`src/ifp_pkg.sv`:
```
// Shared types, constants and a helper function for the IMU frame parser.
package ifp_pkg;

  localparam int unsigned FRAME_LEN = 11;
  localparam logic [3:0] LAST_POS = 4'(FRAME_LEN - 1);
  localparam logic [7:0] HEADER_RESET = 8'h55;

  localparam logic [7:0] KIND_ACCEL = 8'h51;
  localparam logic [7:0] KIND_GYRO = 8'h52;
  localparam logic [7:0] KIND_ANGLE = 8'h53;
  localparam logic [7:0] KIND_MAG = 8'h54;
  localparam logic [7:0] KIND_PRESS = 8'h56;
  localparam logic [7:0] KIND_QUAT = 8'h59;

  typedef enum logic [1:0] {
    ST_GOOD         = 2'd0,
    ST_BAD_SUM      = 2'd1,
    ST_UNKNOWN_KIND = 2'd2
  } ifp_status_t;

  typedef struct packed {
    logic [31:0]        fail_count;
    logic [31:0]        good_count;
    logic signed [31:0] height_raw;
    logic [31:0]        pressure_raw;
    logic signed [15:0] word_d;
    logic signed [15:0] word_c;
    logic signed [15:0] word_b;
    logic signed [15:0] word_a;
    logic [7:0]         frame_kind;
    ifp_status_t        frame_status;
  } ifp_result_t;

  function automatic logic kind_known(input logic [7:0] kind);
    logic known;
    case (kind) inside
      [KIND_ACCEL:KIND_MAG], KIND_PRESS, KIND_QUAT: known = 1'b1;
      default: known = 1'b0;
    endcase
    return known;
  endfunction

endpackage

```
`src/ifp_frame_decode.sv`:
```
// Checksum check, type check and field decode of one completed frame.
module ifp_frame_decode (
  input  logic [9:1][7:0]      frame_bytes,
  input  logic [7:0]           run_sum,
  input  logic [7:0]           check_byte,
  input  logic [31:0]          good_in,
  input  logic [31:0]          fail_in,
  output ifp_pkg::ifp_result_t result,
  output logic                 sum_ok
);
  import ifp_pkg::*;

  always_comb begin
    sum_ok = (run_sum == check_byte);
    result = '0;
    result.frame_kind = frame_bytes[1];
    if (!sum_ok) begin
      result.frame_status = ST_BAD_SUM;
    end else if (kind_known(frame_bytes[1])) begin
      result.frame_status = ST_GOOD;
    end else begin
      result.frame_status = ST_UNKNOWN_KIND;
    end
    if (sum_ok) begin
      result.word_a = {frame_bytes[3], frame_bytes[2]};
      result.word_b = {frame_bytes[5], frame_bytes[4]};
      result.word_c = {frame_bytes[7], frame_bytes[6]};
      result.word_d = {frame_bytes[9], frame_bytes[8]};
      result.pressure_raw = {frame_bytes[5], frame_bytes[4], frame_bytes[3], frame_bytes[2]};
      result.height_raw = {frame_bytes[9], frame_bytes[8], frame_bytes[7], frame_bytes[6]};
    end
    result.good_count = good_in + 32'(sum_ok);
    result.fail_count = fail_in + 32'(!sum_ok);
  end

endmodule

```
`src/imu_frame_parser_checksum_unit.sv`:
```
// Top level of the IMU frame parser with header hunt and 8-bit sum checksum.
//
// The input stream carries one received byte per item in in_tdata and a resync
// flag in in_tuser. While hunting, the block waits for a byte equal to the
// header register, then collects ten more bytes into an 11-byte frame. At the
// last byte it compares the 8-bit running sum of bytes 0 to 9 with byte 10 and
// emits one result item on the output stream: status and type byte in
// out_tuser, decoded words, pressure, height and both frame counts in
// out_tdata. A failed frame carries zeros in its data fields. Resync drops a
// partial frame and the byte that carries it.
// An item is registered at the input and processed from there into the output
// register, so a result becomes valid when that register loads it, after the edge
// that accepts its last byte. One byte per cycle is sustained while the
// receiver takes each result. When the receiver stalls with a result pending,
// processing halts and in_tready falls once the input register is also full.
// The header register is written through the cfg channel, which is always
// ready. Reset clears the counts, sets the header to 0x55 and starts hunting.
module imu_frame_parser_checksum_unit (
  input  logic         clk,
  input  logic         rst_n,
  input  logic         in_tvalid,
  output logic         in_tready,
  input  logic [7:0]   in_tdata,   // rx_byte[7:0]
  input  logic [0:0]   in_tuser,   // resync[0]
  output logic         out_tvalid,
  input  logic         out_tready,
  output logic [191:0] out_tdata,  // word_a, word_b, word_c, word_d, pressure_raw,
                                   // height_raw, good_count, fail_count
  output logic [9:0]   out_tuser,  // frame_status[1:0], frame_kind[9:2]
  input  logic         cfg_valid,
  output logic         cfg_ready,
  input  logic [7:0]   cfg_data
);
  import ifp_pkg::*;

  logic            s1_valid_r;
  logic [7:0]      s1_byte_r;
  logic            s1_resync_r;
  logic [7:0]      header_r;
  logic            collecting_r;
  logic [3:0]      pos_r;
  logic [7:0]      sum_r;
  logic [9:1][7:0] store_r;
  logic [31:0]     good_r;
  logic [31:0]     bad_r;
  logic            out_valid_r;
  ifp_result_t     out_data_r;

  logic            advance;
  logic            process;
  logic            emit;
  logic            sum_ok;
  ifp_result_t     dec_result;

  assign advance   = !out_valid_r || out_tready;
  assign in_tready = !s1_valid_r || advance;
  assign process   = s1_valid_r && advance;
  assign emit      = process && !s1_resync_r && collecting_r && (pos_r == LAST_POS);
  assign cfg_ready = 1'b1;

  ifp_frame_decode u_decode (
    .frame_bytes (store_r),
    .run_sum     (sum_r),
    .check_byte  (s1_byte_r),
    .good_in     (good_r),
    .fail_in     (bad_r),
    .result      (dec_result),
    .sum_ok      (sum_ok)
  );

  always_ff @(posedge clk) begin
    if (!rst_n) begin
      header_r <= HEADER_RESET;
    end else if (cfg_valid && cfg_ready) begin
      header_r <= cfg_data;
    end
  end

  always_ff @(posedge clk) begin
    if (!rst_n) begin
      s1_valid_r <= 1'b0;
    end else if (in_tready) begin
      s1_valid_r <= in_tvalid;
    end
  end

  always_ff @(posedge clk) begin
    if (in_tvalid && in_tready) begin
      s1_byte_r   <= in_tdata;
      s1_resync_r <= in_tuser[0];
    end
  end

  always_ff @(posedge clk) begin
    if (!rst_n) begin
      collecting_r <= 1'b0;
      pos_r        <= '0;
      sum_r        <= '0;
      good_r       <= '0;
      bad_r        <= '0;
    end else if (process) begin
      if (s1_resync_r) begin
        collecting_r <= 1'b0;
        pos_r        <= '0;
        sum_r        <= '0;
      end else if (!collecting_r) begin
        if (s1_byte_r == header_r) begin
          collecting_r <= 1'b1;
          pos_r        <= 4'd1;
          sum_r        <= s1_byte_r;
        end
      end else if (pos_r == LAST_POS) begin
        collecting_r <= 1'b0;
        pos_r        <= '0;
        sum_r        <= '0;
        good_r       <= dec_result.good_count;
        bad_r        <= dec_result.fail_count;
      end else begin
        pos_r <= pos_r + 4'd1;
        sum_r <= sum_r + s1_byte_r;
      end
    end
  end

  always_ff @(posedge clk) begin
    if (process && !s1_resync_r && collecting_r) begin
      for (int i = 1; i <= 9; i++) begin
        if (pos_r == 4'(i)) begin
          store_r[i] <= s1_byte_r;
        end
      end
    end
  end

  always_ff @(posedge clk) begin
    if (!rst_n) begin
      out_valid_r <= 1'b0;
    end else if (advance) begin
      out_valid_r <= emit;
    end
  end

  always_ff @(posedge clk) begin
    if (emit) begin
      out_data_r <= dec_result;
    end
  end

  assign out_tvalid = out_valid_r;
  assign out_tuser  = {out_data_r.frame_kind, out_data_r.frame_status};
  assign out_tdata  = {out_data_r.fail_count, out_data_r.good_count,
                       out_data_r.height_raw, out_data_r.pressure_raw,
                       out_data_r.word_d, out_data_r.word_c,
                       out_data_r.word_b, out_data_r.word_a};

  a_hunt_clear: assert property (@(posedge clk) disable iff (!rst_n)
    !collecting_r |-> (pos_r == '0) && (sum_r == '0))
    else $error("hunting with nonzero position or sum");

  a_pos_range: assert property (@(posedge clk) disable iff (!rst_n)
    collecting_r |-> (pos_r >= 4'd1) && (pos_r <= LAST_POS))
    else $error("frame position out of range");

  a_emit_loads: assert property (@(posedge clk) disable iff (!rst_n)
    emit |=> out_valid_r)
    else $error("frame end did not load a result");

  a_bad_count: assert property (@(posedge clk) disable iff (!rst_n)
    emit && !sum_ok |=> (bad_r == $past(bad_r) + 32'd1) && (good_r == $past(good_r)))
    else $error("failed frame not counted correctly");

  a_good_count: assert property (@(posedge clk) disable iff (!rst_n)
    emit && sum_ok |=> (good_r == $past(good_r) + 32'd1) && (bad_r == $past(bad_r)))
    else $error("good frame not counted correctly");

endmodule

```
`config.mk`:
```
export PLATFORM = sky130hd
export DESIGN_NAME = imu_frame_parser_checksum_unit
export DESIGN_NICKNAME = d
export VERILOG_FILES = /design/src/ifp_pkg.sv /design/src/ifp_frame_decode.sv /design/src/imu_frame_parser_checksum_unit.sv
export SDC_FILE = /design/constraint.sdc
export NUM_CORES = 1
export LEC_CHECK = 0
export ABC_AREA = 1
export BUFFER_PORTS_ARGS = -buffer_cell sky130_fd_sc_hd__buf_2
export CAP_MARGIN = 10
export CORE_AREA = 5 5 156 158
export CTS_CLUSTER_SIZE = 24
export DETAILED_ROUTE_END_ITERATION = 6
export DIE_AREA = 0 0 161 163
export GPL_ROUTABILITY_DRIVEN = 0
export PLACE_DENSITY = 0.83
export SLEW_MARGIN = 10
export SYNTH_ARGS = -nofsm -noshare
export SYNTH_HDL_FRONTEND = slang
export SYNTH_SLANG_ARGS = --single-unit
```
`constraint.sdc`:
```
create_clock -name clk -period 8.2 [get_ports clk]
set_clock_uncertainty 0.1 [all_clocks]
set_input_delay 0 -clock clk [delete_from_list [all_inputs] [get_ports clk]]
set_output_delay 0 -clock clk [all_outputs]
set_load 0.01 [all_outputs]
```
==> results of run 1 <==
-- metal layers --
layer,share of wire,wire length (um),track usage
met5,0,0,0
met1,0.39,12100,0.292
met4,0.017,523,0.0543
met2,0.51,15600,0.416
met3,0.085,2610,0.0473
-- what timing repair did --
action	4_1_cts	5_1_grt
endpoints found under the hold margin	51	0
setup endpoints to repair	0	0
hold buffers	36	0
-- registers in the layout, indices dropped and copies added, names as in the netlist --
signal        cells
s1_resync_r       1
out_tuser        10
bad_r            32
sum_r             8
s1_byte_r         8
header_r          8
s1_valid_r        1
out_tdata       128
pos_r             4
collecting_r      1
store_r          72
good_r           32
out_tvalid        1
-- stage by stage --
stage | util | hold WS (ps) | cell area (um^2) | total power [mW] | setup WS (ps)
2_1_floorplan | - | -1.13 | 13400 | 1.72 | 5040
3_3_place_gp | 0.621 | 78.6 | 14300 | 1.73 | 4580
3_5_place_dp | 0.621 | 78.7 | 14300 | 1.74 | 4410
4_1_cts | 0.677 | 80.9 | 15600 | 3.03 | 4390
5_1_grt | 0.677 | 90.2 | 15600 | 3.12 | 3990
6_report | 0.677 | 105 | 15600 | 3.01 | 4300
-- Yosys cell counts (9+ instances only) --
cell type / count
nand2_1: 235
nand4_1: 19
xor2_1: 35
edfxtp_1: 219
buf_4: 65
inv_2: 11
nor2_1: 179
o21ai_0: 31
buf_2: 17
nor2_2: 11
nor3_1: 25
nand3_1: 68
inv_1: 195
xnor2_1: 10
o21ai_1: 26
a21oi_1: 57
clkbuf_1: 9
ha_1: 12
dfxtp_1: 87
-- cells in the final DEF, fill, tap and decap left out, drive strengths merged, types with 6 or more instances in the layout --
master       Yosys  layout
a211oi           6       6
a21oi           57      57
buf             88     229
clkbuf           9      39
clkinv           0      15
dfxtp           87      87
dlygate4sd3      0      36
edfxtp         219     219
ha              12      12
inv            207     207
nand2          239     239
nand3           73      73
nand4           19      19
nor2           195     195
nor3            28      28
o21ai           57      57
xnor2           10      10
xor2            35      35
-- path summary, 6_finish.rpt --
check	end	slack, ps	depth (start not counted)
max	out_tdata[144]	4300	13
min	s1_byte_r[6]	110	2
max reg2reg	out_tdata[144]	4300	13
min reg2reg	out_tuser[4]	370	0
-- worst max-delay path, delay by kind of cell (launching register included) --
kind | cells | cell delay [ps]
flip-flops | 1 | 610
AND/OR/NAND/NOR | 6 | 1170
buffers and inverters | 3 | 630
XOR/XNOR | 1 | 190
adder cells (fa/ha/maj) | 3 | 950
-- cell families after synthesis --
logic type,count (synthesis),synth area share
and+or+nand+nor,562,0.181
DFF,306,0.622
buffers and inverters,304,0.106
AOI/OAI and AO/OA,122,0.0483
xor gates and xnor gates,45,0.0295
adders and majority gates,13,0.0127
other,1,0.000280
-- area by class of cell --
type	instances	area share
Antenna cell	1	0.000161
Clock buffer	39	0.0550
Clock inverter	15	0.00482
Inverter	207	0.0501
Multi-Input combinational cell	743	0.234
Sequential cell	306	0.534
Tap cell	290	0.0233
Timing Repair Buffer	265	0.0982
-- power by group --
part	internal (mW)	switching, mW
Sequential	1.65	0.0117
Combinational	0.0264	0.0313
Clock	0.730	0.562
==> flow_summary_export.csv, run 1 <==
group,metric,value,unit
status,status,"completed",
global_route,grtUsageTotal,0.232,
setup_path,regToRegStartpoint,"s1_byte_r[5]",
yosys,ys_warn_count,0,
global_route,grt_overflow_total,0,
global_route,grt_pass1_vias,9624,
placement,placedCellCount,1775,
yosys,netlist_instances,1353,
yosys,ys_seq_elements,306,
route,routed_wl,30.8,mm
yosys,synth_area_per_cell,9.89,um^2
route,drc,0,
clock_network,cts_tree,"built",
setup_path,startpoint_type,"flip-flop",
setup_path,critPathLaunch,"s1_byte_r[5]",
route,viasPerCell,5.25,
yosys,ys_async_sr_fraction,0,
sta,slew_headroom,0.196,
clock_network,clk_path_buf_depth,3,
yosys,synth_top_area_frac,0.492,
clock_network,post_cts_buffers,0,
sta,fin_crit,3900,ps
min_path,hp-class,"input pin to flip-flop",
sta,fin_crit_sh,0.476,
power_and_ir_drop,power_density,193,mW/mm^2
power_and_ir_drop,peakVddDrop,176,uV
placement,portBuffers,225,
sta,tns,0,ps
route,drt_iter0_drc,1042,
clock_network,clkLatencyLatePin,540,ps
yosys,synth-seq-area-share,0.622,
clock_network,clk_pin_slew,60,ps
clock_network,htree_levels,1,
finish,area_growth,16.3,%
sta,drv_slew,0,
die,die-area,0.0262,mm^2
finish,regArea,0.00832,mm^2
sta,setup_viol,0,
die,core,0.0230,mm^2
setup_path,required,8390,ps
clock_network,cts_resized,0,
route,vias,9799,
min_path,hold_start,"in_tdata[6]",
finish,n_fill_cell,1717,
die,die_width,161,um
clock_network,cts_sinks,306,
setup_path,end_kind,"flip-flop",
setup_path,path_cells,"ha_1, nor4_1, nand3_2, buf_4, inv_1, ha_1, ha_1, nand3_2, nor2_4, nand3_2, nor2_1, xor2_1, inv_1",
yosys,synth_edf_count,219,
yosys,ys.flop_type,"edfxtp_1",
finish,instances_no_fill,1866,
sta,rsz0062_at_grt,"false",
setup_path,cp_max_fo,67,
flow_run,maxCapViolCount,0,
sta,fmax,256,MHz
die,io-pin-count,227,
route,routedWlPerCell,16.5,um
die,rows,56,
yosys,synth_area_leaders,"edfxtp_1, dfxtp_1, nand2_1",
global_route,grt_max_degree,179,
sta,tightest_slew,1200,ps
sta,hold_viol,0,
placement,place_hpwl,21.1,mm
clock_network,cts_buffers,30,
route,final_antenna_net_count,0,
finish,nNetsFinal,1588,
setup_path,crit_arrival,4090,ps
yosys,synth_cell_types,37,
die,initial_core_util,0.582,
route,firstDrtPassIters,5,
finish,multi_input_area,0.00364,mm^2
die,fp.dieH,163,um
yosys,yosysTopAreaCell,"edfxtp_1",
yosys,synthesis.area,0.0134,mm^2
setup_path,slowest_delay,610,ps
global_route,grt_first_pass_wirelength,49.4,mm
setup_path,worstSetupPathType,"flip-flop to flip-flop",
finish,drive_above_1_share,0.202,
global_route,antenna_found_initial,1,
yosys,synthesis.nets,1388,
clock_network,cts-root-buf,"clkbuf_16",
power_and_ir_drop,p_leak,6.19,nW
setup_path,slowest_stage,"edfxtp_1",
(Power assumes the default switching activity.)
==> run 2, diff against run 1 <==
CORE_AREA = 5 5 161 163   (was 5 5 156 158)
DIE_AREA = 0 0 166 168   (was 0 0 161 163)
PLACE_DENSITY = 0.79   (was 0.83)
clock period = 3.72 ns   (was 8.2 ns; I/O delays follow)
==> run 2 against run 1 <==
- first-iteration DRC count is 22% lower
- worst hold slack better by 8.7 ps
- power increased by 130%
- maximum frequency is 21% higher
- count of clock-buffer cells in the layout fell by 1
- via count is 2.6% lower
- largest power group unchanged
==> flow_summary_export.csv, run 2 (synthesis gave the netlist of run 1 again) <==
group,metric,value,unit
global_route,grt_pass1_vias,9184,
route,viasPerCell,5.00,
sta,fin_crit,3210,ps
die,initial_core_util,0.553,
sta,hold_viol,0,
finish,drive_above_1_share,0.206,
finish,area_growth,17.9,%
clock_network,htree_levels,1,
sta,rsz0062_at_grt,"false",
finish,layout_common_cells,"nand2_1, buf_2, edfxtp_1",
setup_path,required,4060,ps
setup_path,crit_arrival,3550,ps
status,status,"completed",
flow_run,maxCapViolCount,0,
finish,diodes,0,
route,firstDrtPassIters,5,
die,core,0.0242,mm^2
sta,drv_slew,0,
power_and_ir_drop,peakVddDrop,323,uV
sta,slew_headroom,0.272,
route,routed_wl,29.3,mm
power_and_ir_drop,clkPwrFrac,0.449,
route,vias,9540,
power_and_ir_drop,swShare,0.194,
sta,fin_crit_sh,0.863,
setup_path,startpoint_type,"flip-flop",
power_and_ir_drop,p_switching,1.34,mW
die,rows,57,
clock_network,cts_sinks,306,
global_route,grt_overflow_total,0,
global_route,grt_first_pass_wirelength,47.1,mm
clock_network,clk_path_buf_depth,3,
global_route,grt_max_degree,179,
die,die_width,166,um
placement,placedCellCount,1818,
route,drc,0,
global_route,grtUsageTotal,0.205,
sta,fmax,311,MHz
die,fp.dieH,168,um
finish,largest_reg_flops,128,
die,die-area,0.0279,mm^2
finish,nNetsFinal,1597,
setup_path,end_kind,"flip-flop",
route,routedWlPerCell,15.4,um
min_path,hp-class,"input pin to flip-flop",
power_and_ir_drop,power_frac_seq,0.528,
placement,portBuffers,225,
clock_network,cts_tree,"built",
power_and_ir_drop,power_density,437,mW/mm^2
clock_network,cts-root-buf,"clkbuf_16",
clock_network,cts_resized,0,
placement,place_hpwl,19.9,mm
finish,final_common_cell,"nand2_1",
route,drt_iter0_drc,813,
finish,instances_no_fill,1909,
global_route,antenna_found_initial,0,
die,io-pin-count,227,
setup_path,worstSetupPathType,"flip-flop to flip-flop",
finish,n_fill_cell,1855,
sta,tns,0,ps
power_and_ir_drop,combPwrFrac,0.022,
route,final_antenna_net_count,0,
power_and_ir_drop,p_int,5.56,mW
sta,tightest_slew,1080,ps
clock_network,clkLatencyLatePin,540,ps
sta,setup_viol,0,
setup_path,cp_max_fo,66,
power_and_ir_drop,p_leak,6.96,nW
clock_network,cts_buffers,30,
clock_network,clk_pin_slew,70,ps
-- run 2: cell types whose count changed in the layout (fill, tap and decap cells not counted), moves of 2 or more --
| cell | before | now |
|---|---|---|
| buf_4 | 3 | 11 |
| bufinv_16 | 0 | 4 |
| clkbuf_1 | 3 | 5 |
| clkbuf_8 | 5 | 1 |
| clkinv_2 | 7 | 4 |
-- run 2: area by class of cell --
type | count | area (um^2) | share of cell area
inverter | 207 | 779 | 0.0494
sequential | 306 | 8320 | 0.527
clock buffer | 38 | 833 | 0.0528
timing repair buffer | 274 | 1610 | 0.102
clock inverter | 17 | 193 | 0.0122
multi-input combinational | 743 | 3640 | 0.231
tap | 324 | 405 | 0.0257
-- run 2: critical path: stages, from the launching register on --
cell and delay, ps:
edfxtp_1 390, ha_1 410, nor3_1 90, nand3_2 90
buf_4 520, ha_1 330, ha_1 180, nand3_2 140
nor2_2 280, inv_2 40, nor2_1 120, nand2_1 60
nand2_1 50, nand2_1 70, o21ai_1 130, inv_1 50
-- run 2: power groups by stage --
stage          clock (mW)  combinational (mW)  sequential, mW
6_report             3.10               0.154            3.64
5_1_grt              3.33               0.168            3.64
4_1_cts              3.16               0.153            3.64
3_5_place_dp            0               0.120            3.72
3_3_place_gp            0               0.118            3.71
2_1_floorplan           0              0.0628            3.72
-- run 2: metrics by stage --
step	setup WS, ps	cell area (um^2)	hold WS [ps]	utilization	total power [mW]
detailed placement	565	14400	79.4	0.595	3.84
global route	289	15800	96.0	0.653	7.14
floorplan	561	13400	-1.13	-	3.78
CTS	524	15800	78.0	0.653	6.96
finish	510	15800	114	0.653	6.89
global placement	624	14400	78.4	0.595	3.83
-- run 2: final timing paths --
kind              slack, ps    startpoint      endpoint  depth (start not counted)
hold reg to reg         350    store_r[5]  out_tuser[7]                          0
setup reg to reg        510  s1_byte_r[2]     bad_r[30]                         15
hold / removal          110   in_tdata[6]  s1_byte_r[6]                          2
setup / recovery        510  s1_byte_r[2]     bad_r[30]                         15
-- run 2: repair_timing --
action / in CTS / in global routing
hold endpoints to repair: 51 / 0
hold buffers: 36 / 0
buffers inserted: 0 / 0
-- run 2: routing by layer --
metal / GRT usage / wire length (um)
met4: 0.0502 / 619
met5: 0 / 0
met3: 0.0448 / 2210
met2: 0.374 / 14800
met1: 0.247 / 11800
